<file path="src/rtl/sliding_window_sender_fast_retransmit_macros.svh">
// ----------------------------------------------------------------------------
// sliding window sender macros
// assertion helpers used by the sender control rtl (swsfr_ctrl)
// ----------------------------------------------------------------------------
`ifndef SLIDING_WINDOW_SENDER_FAST_RETRANSMIT_MACROS_SVH
`define SLIDING_WINDOW_SENDER_FAST_RETRANSMIT_MACROS_SVH

// same-cycle implication
`define SWSFR_CHECK(lbl, ante, cons, msg) \
  lbl: assert property (@(posedge clk) disable iff (rst) (ante) |-> (cons)) \
    else $error(msg);

// next-cycle implication
`define SWSFR_CHECK_NEXT(lbl, ante, cons, msg) \
  lbl: assert property (@(posedge clk) disable iff (rst) (ante) |=> (cons)) \
    else $error(msg);

`endif

</file>
<file path="src/rtl/swsfr_pkg.sv">
// ----------------------------------------------------------------------------
// swsfr_pkg
// types and constants of the sliding window sender
// ----------------------------------------------------------------------------
package swsfr_pkg;

  localparam int SEQ_SPACE    = 8;
  localparam int SEQ_BITS     = 3;
  localparam int PAYLOAD_BITS = 32;
  localparam int CNT_BITS     = 2;
  localparam int WLEN_BITS    = 3;

  localparam logic [1:0] CMD_SEND    = 2'd0;
  localparam logic [1:0] CMD_ACK     = 2'd1;
  localparam logic [1:0] CMD_TIMEOUT = 2'd2;

  localparam logic [CNT_BITS-1:0]  DUP_LIMIT   = 2'd3;
  localparam logic [WLEN_BITS-1:0] WLEN_RESET  = 3'd4;
  localparam logic [SEQ_BITS-1:0]  BASE_RESET  = 3'd1;
  localparam logic [SEQ_BITS-1:0]  NEXT_RESET  = 3'd1;
  localparam logic [SEQ_BITS-1:0]  TIMED_RESET = 3'd0;
  localparam logic [SEQ_BITS-1:0]  SEQ_ONE     = 3'd1;

  typedef struct packed {
    logic [1:0]              cmd;
    logic [PAYLOAD_BITS-1:0] payload;
    logic [SEQ_BITS-1:0]     ack_num;
    logic                    ack_checksum_ok;
    logic [SEQ_BITS-1:0]     expired_seq;
  } in_item_t;

  typedef struct packed {
    logic                    accepted;
    logic                    window_full;
    logic                    tx_valid;
    logic [SEQ_BITS-1:0]     tx_seq;
    logic [PAYLOAD_BITS-1:0] tx_payload;
    logic                    timer_stop;
    logic [SEQ_BITS-1:0]     timer_stop_seq;
    logic                    timer_start;
    logic [SEQ_BITS-1:0]     timer_start_seq;
  } out_item_t;

  typedef struct packed {
    logic                en;
    logic [SEQ_BITS-1:0] pkt_addr;
    logic [SEQ_BITS-1:0] cnt_addr;
  } rd_req_t;

  typedef struct packed {
    logic                    we;
    logic [SEQ_BITS-1:0]     addr;
    logic [PAYLOAD_BITS-1:0] data;
  } pkt_wr_t;

  typedef struct packed {
    logic                we;
    logic [SEQ_BITS-1:0] addr;
    logic [CNT_BITS-1:0] data;
  } cnt_wr_t;

endpackage

</file>
<file path="src/rtl/swsfr_ram.sv">
// ----------------------------------------------------------------------------
// swsfr_ram
// one write port, one registered read port, write-first on address match,
// optional per-entry valid bits so unwritten entries read as zero
// ----------------------------------------------------------------------------
module swsfr_ram #(
  parameter int DEPTH = 8,
  parameter int WIDTH = 32,
  parameter bit CLEAR = 1'b0
) (
  input  logic                     clk,
  input  logic                     rst,
  input  logic                     we,
  input  logic [$clog2(DEPTH)-1:0] waddr,
  input  logic [WIDTH-1:0]         wdata,
  input  logic                     re,
  input  logic [$clog2(DEPTH)-1:0] raddr,
  output logic [WIDTH-1:0]         rdata
);

  logic [WIDTH-1:0] mem [DEPTH];
  logic [WIDTH-1:0] rdata_raw;
  logic             hit;

  assign hit = we && (waddr == raddr);

  always_ff @(posedge clk) begin
    if (we) begin
      mem[waddr] <= wdata;
    end
    if (re) begin
      rdata_raw <= hit ? wdata : mem[raddr];
    end
  end

  if (CLEAR) begin : g_clear
    logic [DEPTH-1:0] valid;
    logic             rd_ok;

    always_ff @(posedge clk) begin
      if (rst) begin
        valid <= '0;
      end else if (we) begin
        valid[waddr] <= 1'b1;
      end
    end

    always_ff @(posedge clk) begin
      if (re) begin
        rd_ok <= hit || valid[raddr];
      end
    end

    assign rdata = rd_ok ? rdata_raw : '0;
  end else begin : g_plain
    assign rdata = rdata_raw;
  end

endmodule

</file>
<file path="src/rtl/swsfr_ctrl.sv">
// ----------------------------------------------------------------------------
// swsfr_ctrl
// window state, event stage and result register of the sender
// ----------------------------------------------------------------------------
`include "sliding_window_sender_fast_retransmit_macros.svh"

module swsfr_ctrl (
  input  logic                                 clk,
  input  logic                                 rst,
  input  logic                                 cfg_we,
  input  logic [swsfr_pkg::WLEN_BITS-1:0]      cfg_data,
  input  logic                                 in_valid,
  output logic                                 in_ready,
  input  swsfr_pkg::in_item_t                  in_item,
  output logic                                 out_valid,
  input  logic                                 out_ready,
  output swsfr_pkg::out_item_t                 out_item,
  output swsfr_pkg::rd_req_t                   rd_req,
  output swsfr_pkg::pkt_wr_t                   pkt_wr,
  output swsfr_pkg::cnt_wr_t                   cnt_wr,
  input  logic [swsfr_pkg::PAYLOAD_BITS-1:0]   pkt_rdata,
  input  logic [swsfr_pkg::CNT_BITS-1:0]       cnt_rdata
);
  import swsfr_pkg::*;

  logic [WLEN_BITS-1:0] wlen;
  logic [SEQ_BITS-1:0]  base, base_next;
  logic [SEQ_BITS-1:0]  nxt, nxt_next;
  logic [SEQ_BITS-1:0]  timed, timed_next;

  in_item_t  s1_item;
  logic      s1_valid;
  out_item_t res;

  logic stall, s1_fire, in_fire;

  logic [SEQ_BITS-1:0] inflight, win_end, off, occ_next;
  logic                dup;
  logic [CNT_BITS-1:0] cnt_inc;

  assign stall    = out_valid && !out_ready;
  assign s1_fire  = s1_valid && !stall;
  assign in_ready = !(s1_valid && stall);
  assign in_fire  = in_valid && in_ready;

  always_comb begin
    inflight   = nxt - base;
    win_end    = base + wlen;
    off        = s1_item.ack_num - base;
    cnt_inc    = cnt_rdata + 2'd1;
    dup        = (base < win_end) ? (s1_item.ack_num <= base)
                                  : ((s1_item.ack_num <= base) && (s1_item.ack_num > win_end));
    base_next  = base;
    nxt_next   = nxt;
    timed_next = timed;
    res        = '0;
    pkt_wr     = '0;
    cnt_wr     = '0;
    case (s1_item.cmd)
      CMD_SEND: begin
        if (inflight < wlen) begin
          res.accepted   = 1'b1;
          pkt_wr.we      = s1_fire;
          pkt_wr.addr    = nxt;
          pkt_wr.data    = s1_item.payload;
          res.tx_valid   = 1'b1;
          res.tx_seq     = nxt;
          res.tx_payload = s1_item.payload;
          nxt_next       = nxt + SEQ_ONE;
          if (base == nxt) begin
            timed_next          = base;
            res.timer_start     = 1'b1;
            res.timer_start_seq = base;
          end
        end
      end
      CMD_ACK: begin
        if (s1_item.ack_checksum_ok) begin
          if (!dup) begin
            base_next          = s1_item.ack_num;
            res.timer_stop     = 1'b1;
            res.timer_stop_seq = timed;
            if (s1_item.ack_num != nxt) begin
              timed_next          = s1_item.ack_num;
              res.timer_start     = 1'b1;
              res.timer_start_seq = s1_item.ack_num;
            end
          end else begin
            cnt_wr.we   = s1_fire;
            cnt_wr.addr = s1_item.ack_num;
            cnt_wr.data = cnt_inc;
            if (cnt_inc == DUP_LIMIT) begin
              cnt_wr.data = '0;
              if (off < inflight) begin
                res.tx_valid   = 1'b1;
                res.tx_seq     = s1_item.ack_num;
                res.tx_payload = pkt_rdata;
              end
            end
          end
        end
      end
      CMD_TIMEOUT: begin
        res.timer_stop     = 1'b1;
        res.timer_stop_seq = s1_item.expired_seq;
        if (base != nxt) begin
          res.tx_valid        = 1'b1;
          res.tx_seq          = base;
          res.tx_payload      = pkt_rdata;
          res.timer_start     = 1'b1;
          res.timer_start_seq = base;
        end
      end
      default: begin
      end
    endcase
    occ_next        = nxt_next - base_next;
    res.window_full = (occ_next >= wlen);
  end

  // reads are issued at transfer, against the window as it stands after the stage ahead
  always_comb begin
    rd_req.en       = in_fire;
    rd_req.pkt_addr = (in_item.cmd == CMD_ACK) ? in_item.ack_num
                                               : (s1_fire ? base_next : base);
    rd_req.cnt_addr = in_item.ack_num;
  end

  always_ff @(posedge clk) begin
    if (rst) begin
      wlen <= WLEN_RESET;
    end else if (cfg_we) begin
      wlen <= cfg_data;
    end
  end

  always_ff @(posedge clk) begin
    if (rst) begin
      base  <= BASE_RESET;
      nxt   <= NEXT_RESET;
      timed <= TIMED_RESET;
    end else if (s1_fire) begin
      base  <= base_next;
      nxt   <= nxt_next;
      timed <= timed_next;
    end
  end

  always_ff @(posedge clk) begin
    if (rst) begin
      s1_valid <= 1'b0;
    end else if (in_fire) begin
      s1_valid <= 1'b1;
    end else if (s1_fire) begin
      s1_valid <= 1'b0;
    end
  end

  always_ff @(posedge clk) begin
    if (in_fire) begin
      s1_item <= in_item;
    end
  end

  always_ff @(posedge clk) begin
    if (rst) begin
      out_valid <= 1'b0;
    end else if (s1_fire) begin
      out_valid <= 1'b1;
    end else if (out_ready) begin
      out_valid <= 1'b0;
    end
  end

  always_ff @(posedge clk) begin
    if (s1_fire) begin
      out_item <= res;
    end
  end

  `SWSFR_CHECK(a_stall_only_when_full, !in_ready, s1_valid && out_valid, "input stalled with room")
  `SWSFR_CHECK(a_accept_sends, out_valid && out_item.accepted, out_item.tx_valid, "accepted without tx")
  `SWSFR_CHECK(a_count_cleared, cnt_wr.we, cnt_wr.data != DUP_LIMIT, "duplicate count stored at limit")
  `SWSFR_CHECK_NEXT(a_seq_advance, s1_fire && res.accepted, nxt == $past(nxt) + SEQ_ONE, "next sequence did not advance")

endmodule

</file>
<file path="src/rtl/sliding_window_sender_fast_retransmit.sv">
// ----------------------------------------------------------------------------
// sliding_window_sender_fast_retransmit
// window sender with cumulative ack, timer events and fast retransmit
// ----------------------------------------------------------------------------
// Takes one event per clock while the output is not stalled (send offer,
// ack, timer expiry) and returns one result for each, through the event
// stage and then the result register. Each event reads the packet store
// and the duplicate count store, issued at transfer, and the update stage
// writes both back; same-entry accesses of neighboring events
// are forwarded inside the stores. The duplicate counts read as zero after
// reset through per-entry valid bits, so there is no clearing pass. The
// window length register may be written only while no event is in flight.
module sliding_window_sender_fast_retransmit (
  input  logic                               clk,
  input  logic                               rst,
  input  logic                               cfg_we,
  input  logic [swsfr_pkg::WLEN_BITS-1:0]    cfg_data,
  input  logic                               in_valid,
  output logic                               in_ready,
  input  swsfr_pkg::in_item_t                in_item,
  output logic                               out_valid,
  input  logic                               out_ready,
  output swsfr_pkg::out_item_t               out_item
);
  import swsfr_pkg::*;

  rd_req_t                 rd_req;
  pkt_wr_t                 pkt_wr;
  cnt_wr_t                 cnt_wr;
  logic [PAYLOAD_BITS-1:0] pkt_rdata;
  logic [CNT_BITS-1:0]     cnt_rdata;

  swsfr_ctrl u_ctrl (
    .clk       (clk),
    .rst       (rst),
    .cfg_we    (cfg_we),
    .cfg_data  (cfg_data),
    .in_valid  (in_valid),
    .in_ready  (in_ready),
    .in_item   (in_item),
    .out_valid (out_valid),
    .out_ready (out_ready),
    .out_item  (out_item),
    .rd_req    (rd_req),
    .pkt_wr    (pkt_wr),
    .cnt_wr    (cnt_wr),
    .pkt_rdata (pkt_rdata),
    .cnt_rdata (cnt_rdata)
  );

  swsfr_ram #(
    .DEPTH (SEQ_SPACE),
    .WIDTH (PAYLOAD_BITS),
    .CLEAR (1'b0)
  ) u_pkt_store (
    .clk   (clk),
    .rst   (rst),
    .we    (pkt_wr.we),
    .waddr (pkt_wr.addr),
    .wdata (pkt_wr.data),
    .re    (rd_req.en),
    .raddr (rd_req.pkt_addr),
    .rdata (pkt_rdata)
  );

  swsfr_ram #(
    .DEPTH (SEQ_SPACE),
    .WIDTH (CNT_BITS),
    .CLEAR (1'b1)
  ) u_dup_counts (
    .clk   (clk),
    .rst   (rst),
    .we    (cnt_wr.we),
    .waddr (cnt_wr.addr),
    .wdata (cnt_wr.data),
    .re    (rd_req.en),
    .raddr (rd_req.cnt_addr),
    .rdata (cnt_rdata)
  );

endmodule

</file>
<file path="config.mk">
export PLATFORM = sky130hd
export DESIGN_NAME = sliding_window_sender_fast_retransmit
export DESIGN_NICKNAME = d
export VERILOG_FILES = /design/src/rtl/swsfr_pkg.sv /design/src/rtl/swsfr_ram.sv /design/src/rtl/swsfr_ctrl.sv /design/src/rtl/sliding_window_sender_fast_retransmit.sv
export VERILOG_INCLUDE_DIRS = /design/src /design/src/rtl
export SDC_FILE = /design/constraint.sdc
export NUM_CORES = 1
export LEC_CHECK = 0
export BUFFER_PORTS_ARGS = -buffer_cell sky130_fd_sc_hd__buf_2
export CAP_MARGIN = 30
export CELL_PAD_IN_SITES_DETAIL_PLACEMENT = 0
export CELL_PAD_IN_SITES_GLOBAL_PLACEMENT = 1
export CORE_MARGIN = 2
export CORE_UTILIZATION = 53
export DETAILED_ROUTE_END_ITERATION = 16
export GPL_TIMING_DRIVEN = 0
export PLACE_DENSITY_LB_ADDON = 0.1
export REMOVE_ABC_BUFFERS = 1
export SKIP_CTS_REPAIR_TIMING = 1
export SLEW_MARGIN = 40
export SYNTH_ARGS = -nofsm -noshare
export SYNTH_HDL_FRONTEND = slang
export SYNTH_HIERARCHICAL = 1
export SYNTH_SLANG_ARGS = --single-unit
</file>
<file path="constraint.sdc">
create_clock -name clk -period 6.5 [get_ports clk]
set_input_delay 1.3 -clock clk [delete_from_list [all_inputs] [get_ports clk]]
set_output_delay 1.3 -clock clk [all_outputs]
set_load 0.05 [all_outputs]
</file>
==> reports/metrics.cfg, run 1 <==
[outcome]
status = complete, no violations

[hold_path]
worst_hold_path_depth = 2
source_of_the_worst_hold_timing_path = u_dup_counts/g_clear.valid[4]
hold_path.class = register to register
hold-path-endpoint = u_dup_counts/g_clear.valid[4]

[final_layout]
multi_input_gate_area_um2 = 4950
seq_area_um2 = 12300
post_route_cells_drive_above_1_share = 0.311
num_antenna_cells = 0
nets = 1194
layout-area-overhead-vs-synth_pct = 17.5
fillCellCount = 2320

[worst_setup_path]
worst-setup-path-type = register to register
worst-r2r-setup-slack_ns = 1.02
reg2regPathDepth = 17
startpoint_type = register
critical_path.reg2reg.endpoint = u_pkt_store/rdata[10]
reg2reg_from = u_ctrl/base[0]
endpoint_kind = register
cp.required_ns = 6.78
worst_ep_arrival_time_ns = 5.77
critical_path.max_fanout = 15

[grt]
grt_pass1_wl_mm = 54.6
overflow = 0
number_of_antenna_violations_at_the_first_check_in_global_routing = 0
number_of_global_route_vias_before_repair = 9213
grt_max_degree = 40
groute.usage.overall = 0.214

[placement]
hpwl_mm = 22.7
gp_routability_congestion = 0.755
place_ws_ns = 0.959
buffer_ports.inserted = 96

[sta]
hold_violations = 0
setup_repair_after_global_routing_missed_its_margin = no
finalClockSkew_ns = 0.0147
worst-slew-pin-transition_ns = 0.885
period_needed_ns = 5.48
finalMaxSlewViolations = 0
layout_worst_path_cycle_share = 0.844
timing.slew.headroom = 0.409
final_critical_path_setup_slack_ns = 1.02
setup_violations = 0
achievable-frequency_ghz = 0.182

[yosys]
dominantRegCellSynth = sky130_fd_sc_hd__edfxtp_1
syn_area_um2 = 17500
synth.distinct_cells = 62
syn_avg_cell_area_um2 = 18.0
yosysSeqAreaShare = 0.701
synth-async-reset-ratio = 0
postSynthCellCount = 975
ys_seq_elements = 416
ys.warnings.count = 6
synth-edff-count = 394

[floorplanning]
num_rows = 66
die_outline_area_um2 = 34500
io-pin-count = 97
core-area_um2 = 32500
die-width_um = 186
initial_util = 0.538
die-height_um = 186

[power]
peakVddDrop_mv = 0.227
total_leakage_power_nw = 7.29
p_total_mw = 5.96
p_per_area_nw_per_um2 = 290

[clock_network]
cts.sinks = 416
cts.clk_slew.worst_paths_ns = 0.06
clockRootBuffer = sky130_fd_sc_hd__clkbuf_16
ctsHtreeMaxLevel = 2
cts_tree = done
cts_made_buffers = 44
clk-insertion-delay-late_ns = 0.54
cts_max_path_buffers = 3

[routing]
detail_route.first_pass.iterations = 5
route.detailed.drc = 0
postRouteWirelength_mm = 35.9
detailedRoute.firstIterationViolations = 760
vias = 9143
wl_per_cell_um = 22.5
post_drt_via_cell_ratio = 5.74
route.antenna.remaining_nets = 0

[run]
drv.max_cap_violation_count = 0

[cell usage in the layout (no fill, tap or decap), drive strengths merged, types with 10 or more instances in the layout]
cell type	count
edfxtp	394
buf	151
a211oi	38
ha	24
mux2	68
o21ai	10
xnor2	14
mux4	70
and3	34
dfxtp	22
nand2	15
clkinv	11
clkbuf	59
nor2	97
inv	26
[through the flow]
step / utilization / setup TNS [ns] / hold WS (ns) / area (µm²) / instances
CTS: 0.631 / 0 / 0.464 / 20500 / 1591
global route: 0.632 / 0 / 0.491 / 20600 / 1592
floorplan: - / -119.90 / 0.432 / 17200 / 920
global placement: 0.559 / -646.02 / 0.442 / 18200 / 1458
detailed placement: 0.587 / 0 / 0.452 / 19100 / 1512
finish: 0.632 / 0 / 0.458 / 20600 / 1592
[state kept, by name, indices dropped and copies added, names as in the netlist]
register                    cells
u_ctrl/s1_item                 41
u_ctrl/timed                    3
u_ctrl/out_item                46
u_dup_counts/g_clear.rd_ok      1
u_pkt_store/rdata              32
u_ctrl/wlen                     3
u_ctrl/nxt                      3
u_dup_counts/g_clear.valid      8
u_ctrl/base                     3
u_ctrl/out_valid                1
u_dup_counts/rdata_raw          2
u_pkt_store/mem               256
u_ctrl/s1_valid                 1
u_dup_counts/mem               16
[logic make-up (layout without fill, tap and decap cells)]
kind of cell    after synthesis  count (layout)  share of synthesized area
buf+inv                      78             253                     0.0247
simple gates                200             200                     0.0574
xor+xnor                     17              17                    0.00893
compound gates               89              89                     0.0379
fa+ha+maj                    28              28                     0.0217
mux                         147             147                      0.149
flops                       416             416                      0.701
[where the power goes]
| part | total (mW) | internal [mW] | switching, mW |
|---|---|---|---|
| registers | 3.02 | 3.00 | 0.0219 |
| logic | 0.488 | 0.196 | 0.293 |
| clock network | 2.45 | 1.48 | 0.977 |
[routing by layer]
| layer | global-route usage | vias up | share of wire |
|---|---|---|---|
| met4 | 0.0513 | 0 | 0.015 |
| li1 | - | 4158 | - |
| met3 | 0.0307 | 44 | 0.044 |
| met2 | 0.362 | 219 | 0.51 |
| met1 | 0.295 | 4722 | 0.43 |
| met5 | 0 | - | 0 |
[synthesized netlist by cell type, types with 14 or more instances]
master                     count  area, µm²
sky130_fd_sc_hd__a211oi_1     37        278
sky130_fd_sc_hd__mux4_2       39        878
sky130_fd_sc_hd__inv_1        22       82.6
sky130_fd_sc_hd__mux2_2       54        608
sky130_fd_sc_hd__clkbuf_1     25       93.8
sky130_fd_sc_hd__dfxtp_1      22        440
sky130_fd_sc_hd__edfxtp_1    394      11800
sky130_fd_sc_hd__nand2_1      15       56.3
sky130_fd_sc_hd__and3_1       34        213
sky130_fd_sc_hd__ha_1         24        300
sky130_fd_sc_hd__mux4_1       31        815
sky130_fd_sc_hd__mux2_4       14        210
sky130_fd_sc_hd__nor2_1       97        364
[critical path, cell delays in order, from the launching register on]
cell and delay [ns]:
sky130_fd_sc_hd__dfxtp_1 0.56, sky130_fd_sc_hd__ha_1 0.24, sky130_fd_sc_hd__fa_1 0.41, sky130_fd_sc_hd__inv_1 0.10
sky130_fd_sc_hd__ha_1 0.25, sky130_fd_sc_hd__and2b_1 0.17, sky130_fd_sc_hd__a2bb2oi_2 0.14, sky130_fd_sc_hd__a211o_2 0.38
sky130_fd_sc_hd__a31oi_4 0.47, sky130_fd_sc_hd__nand3_1 0.22, sky130_fd_sc_hd__a31oi_4 0.43, sky130_fd_sc_hd__buf_8 0.21
sky130_fd_sc_hd__buf_8 0.18, sky130_fd_sc_hd__buf_8 0.19, sky130_fd_sc_hd__buf_16 0.16, sky130_fd_sc_hd__mux4_1 0.56
sky130_fd_sc_hd__mux2_2 0.29, sky130_fd_sc_hd__mux2_4 0.26
[worst max path at each step]
stage                         from                     to  slack (ns)  cells past startpoint
detailed placement  u_ctrl/base[0]  u_pkt_store/rdata[10]        0.96                     17
CTS                 u_ctrl/base[0]  u_pkt_store/rdata[10]        0.94                     17
global route        u_ctrl/base[0]   u_pkt_store/rdata[5]        0.72                     17
floorplan                out_ready  u_pkt_store/rdata[10]       -3.75                      8
global placement         out_ready  u_pkt_store/rdata[30]       -9.22                      9
finish              u_ctrl/base[0]  u_pkt_store/rdata[10]        1.02                     17
[cell type report]
type | instances | share of cell area
Clock buffer | 59 | 0.0592
Clock inverter | 20 | 0.0103
Inverter | 23 | 0.00432
Multi-Input combinational cell | 481 | 0.241
Sequential cell | 416 | 0.596
Tap cell | 442 | 0.0269
Timing Repair Buffer | 151 | 0.0623
No activity file was read; power rests on OpenSTA's default activity.
==> inputs of run 2 (changes only) <==
- ABC_AREA: unset -> 1
- CORE_UTILIZATION: 53 -> 49
- clock period: 6.5 -> 5.1 ns (I/O delays scaled with it)
==> run 2 against run 1 <==
Flip-flop and latch count did not move. Worst setup slack worse by 0.62 ns. Sequential share of layout area decreased by 2.7 points. Worst hold slack improved by 0.0040 ns. Critical path type unchanged. Largest power group unchanged. Global-route usage is 1.2 points higher. Combinational power grew 84%.
==> reports/metrics.cfg, run 2 <==
[floorplanning]
core-area_um2 = 37400  ; +15%
num_rows = 71  ; +7.6%
die-width_um = 198  ; +6.8%
initial_util = 0.495  ; -0.0432
io-pin-count = 97  ; unchanged
die-height_um = 198  ; +6.8%
die_outline_area_um2 = 39400  ; +14%

[grt]
overflow = 0  ; unchanged
grt_max_degree = 87  ; +120%
grt_pass1_wl_mm = 66.6  ; +22%
number_of_global_route_vias_before_repair = 11900  ; +30%
groute.usage.overall = 0.226  ; +0.0119
number_of_antenna_violations_at_the_first_check_in_global_routing = 0  ; unchanged

[worst_setup_path]
critPathBufInv = 6  ; +1
worst_ep_arrival_time_ns = 5.01  ; -0.76 ns
worst_path_most_repeated_cell = sky130_fd_sc_hd__nand2_1
startpoint = u_ctrl/base[0]
worst-r2r-setup-slack_ns = 0.40  ; -0.62 ns
endpoint_kind = register
crit_cells = 26  ; +9
critical_path.reg2reg.endpoint = u_pkt_store/rdata[3]
reg2reg_from = u_ctrl/base[0]
reg2regPathDepth = 26  ; +9
startpoint_type = register
slowest_stage_delay_cp_ns = 0.49  ; -0.07 ns
cpMaxStageDelayCell = sky130_fd_sc_hd__dfxtp_1
cp.required_ns = 5.41  ; -1.37 ns
critical_path.max_fanout = 44  ; +29
crit_path_capture = u_pkt_store/rdata[3]
path_delay_family = simple AND/OR/NAND/NOR gates
worst-setup-path-type = register to register

[yosys]
synth_top_area_share = 0.639  ; -0.0366
dominantRegCellSynth = sky130_fd_sc_hd__edfxtp_1
syn_area_um2 = 18500  ; +5.7%
postSynthCellCount = 1825  ; +87%
synth-async-reset-ratio = 0  ; unchanged
ys.warnings.count = 6  ; unchanged
synth.most_common_cell = sky130_fd_sc_hd__nand2_1
yosys-top-cells-area = sky130_fd_sc_hd__edfxtp_1 64%, sky130_fd_sc_hd__nand2_1 12%, sky130_fd_sc_hd__nand3_1 6.3%, sky130_fd_sc_hd__inv_1 6.2%, sky130_fd_sc_hd__dfxtp_1 2.4%
synthTopCellsByCount = 596 x sky130_fd_sc_hd__nand2_1, 394 x sky130_fd_sc_hd__edfxtp_1, 306 x sky130_fd_sc_hd__inv_1
syn_avg_cell_area_um2 = 10.1  ; -44%
ys_seq_elements = 416  ; unchanged
synth.distinct_cells = 35  ; -44%
synth-edff-count = 394  ; unchanged
synth_top_area_cell = sky130_fd_sc_hd__edfxtp_1
yosysSeqAreaShare = 0.663  ; -0.0380

[routing]
postRouteWirelength_mm = 43.1  ; +20%
route.detailed.drc = 0  ; unchanged
vias = 12400  ; +36%
post_drt_via_cell_ratio = 5.02  ; -13%
route.antenna.remaining_nets = 0  ; unchanged
wl_per_cell_um = 17.4  ; -23%
detailedRoute.firstIterationViolations = 768  ; +1.1%
detail_route.first_pass.iterations = 7  ; +2

[placement]
placed_area_um2 = 20000  ; +4.6%
gp_routability_congestion = 0.867  ; +15%
hpwl_mm = 25.8  ; +14%
buffer_ports.inserted = 96  ; unchanged

[clock_network]
cts_max_path_buffers = 3  ; unchanged
clk-insertion-delay-late_ns = 0.58  ; +0.04 ns
cts.clk_slew.worst_paths_ns = 0.06  ; about the same
clockRootBuffer = sky130_fd_sc_hd__clkbuf_16
ctsHtreeMaxLevel = 2  ; unchanged
cts.sinks = 416  ; unchanged
cts_tree = done
cts_made_buffers = 47  ; +6.8%

[power]
peakVddDrop_mv = 0.266  ; +17%
p_total_mw = 8.16  ; +37%
total_leakage_power_nw = 9.45  ; +30%
p_per_area_nw_per_um2 = 379  ; +31%

[final_layout]
post_route_cells_drive_above_1_share = 0.123  ; -0.188
layout-area-overhead-vs-synth_pct = 16.3
multi_input_gate_area_um2 = 4720  ; -4.6%
num_antenna_cells = 0  ; unchanged
layout_common_cells = 593 x sky130_fd_sc_hd__nand2_1, 394 x sky130_fd_sc_hd__edfxtp_1, 302 x sky130_fd_sc_hd__inv_1
fillCellCount = 3127  ; +35%
largest_reg_flops = 256  ; unchanged
seq_area_um2 = 12300  ; unchanged
fin_area_um2 = 21500  ; +4.7%
nets = 2002  ; +68%
layout_top_registers = u_pkt_store/mem x256, u_ctrl/out_item x46, u_ctrl/s1_item x41
largest_register = u_pkt_store/mem
layout.cells.most_common = sky130_fd_sc_hd__nand2_1

[sta]
achievable-frequency_ghz = 0.213  ; +17%
period_needed_ns = 4.70  ; -0.782 ns
hold_violations = 0  ; unchanged
setup_violations = 0  ; unchanged
layout_worst_path_cycle_share = 0.922  ; +0.0782
setup_repair_after_global_routing_missed_its_margin = no
finalClockSkew_ns = 0.0222  ; +0.00748 ns
worst-slew-pin-transition_ns = 0.616  ; -0.269 ns
hold_slack_ns = 0.462  ; +0.00402 ns
finalMaxSlewViolations = 0  ; unchanged
timing.slew.headroom = 0.587  ; +0.178

[outcome]
status = complete, no violations

[run]
drv.max_cap_violation_count = 0  ; unchanged

[hold_path]
hold_path.class = register to register

## run 2: worst reg2reg max path: cells and delay by family (launching register included)
| family | cells | cell delay (ns) |
|---|---|---|
| adders and majority gates | 3 | 0.85 |
| DFF | 1 | 0.49 |
| buffers and inverters | 6 | 1.06 |
| and+or+nand+nor | 17 | 2.04 |
## run 2: cell type report
type                    instances  share of cell area
well taps                     511              0.0297
repair buffers                127              0.0525
multi-input cells            1014               0.219
flip-flops and latches        416               0.570
inverters                     319              0.0573
clock buffers                  59              0.0577
clock inverters                27              0.0138
## run 2: kinds of logic (layout without fill, tap and decap cells)
kind of cell               after synthesis  count (layout)  synth area share
AOI/OAI and AO/OA                       77              77            0.0216
xor gates and xnor gates                 4               4           0.00189
adders and majority gates               28              28            0.0205
buffers and inverters                  395             532            0.0883
DFF                                    416             416             0.663
and+or+nand+nor                        905             905             0.205
## run 2: worst min path at each step
stage | start | endpoint | depth (start not counted)
global placement | u_dup_counts/g_clear.valid[2] | u_dup_counts/g_clear.valid[2] | 2
CTS | u_dup_counts/g_clear.valid[4] | u_dup_counts/g_clear.valid[4] | 2
detailed placement | u_dup_counts/g_clear.valid[2] | u_dup_counts/g_clear.valid[2] | 2
global route | u_dup_counts/g_clear.valid[4] | u_dup_counts/g_clear.valid[4] | 2
floorplan | u_dup_counts/g_clear.valid[2] | u_dup_counts/g_clear.valid[2] | 2
finish | u_dup_counts/g_clear.valid[4] | u_dup_counts/g_clear.valid[4] | 2
## run 2: metrics by stage
step	TNS (ns)	instances	utilization	setup WS [ns]
2_1_floorplan	-90.81	1749	-	-2.84
4_1_cts	-0.125	2473	0.576	-0.0235
3_5_place_dp	-2.85	2387	0.534	-0.113
3_3_place_gp	-839.13	2356	0.513	-9.55
6_report	0	2473	0.576	0.399
5_1_grt	0	2473	0.576	0.0472
## run 2: where the power goes
part | internal (mW) | leakage (nW) | switching [mW]
clock | 2.03 | 0.749 | 1.33
combinational | 0.265 | 4.75 | 0.634
sequential | 3.87 | 3.95 | 0.0357
total | 6.16 | 9.45 | 2.00
## run 2: routing by layer
| layer | up-vias | share of wire | track usage | wire length (µm) |
|---|---|---|---|---|
| li1 | 6115 | - | - | - |
| met1 | 5914 | 0.44 | 0.307 | 19100 |
| met2 | 304 | 0.48 | 0.372 | 20600 |
| met3 | 76 | 0.055 | 0.0370 | 2360 |
| met4 | 0 | 0.025 | 0.0724 | 1060 |
| met5 | - | 0 | 0 | 0 |
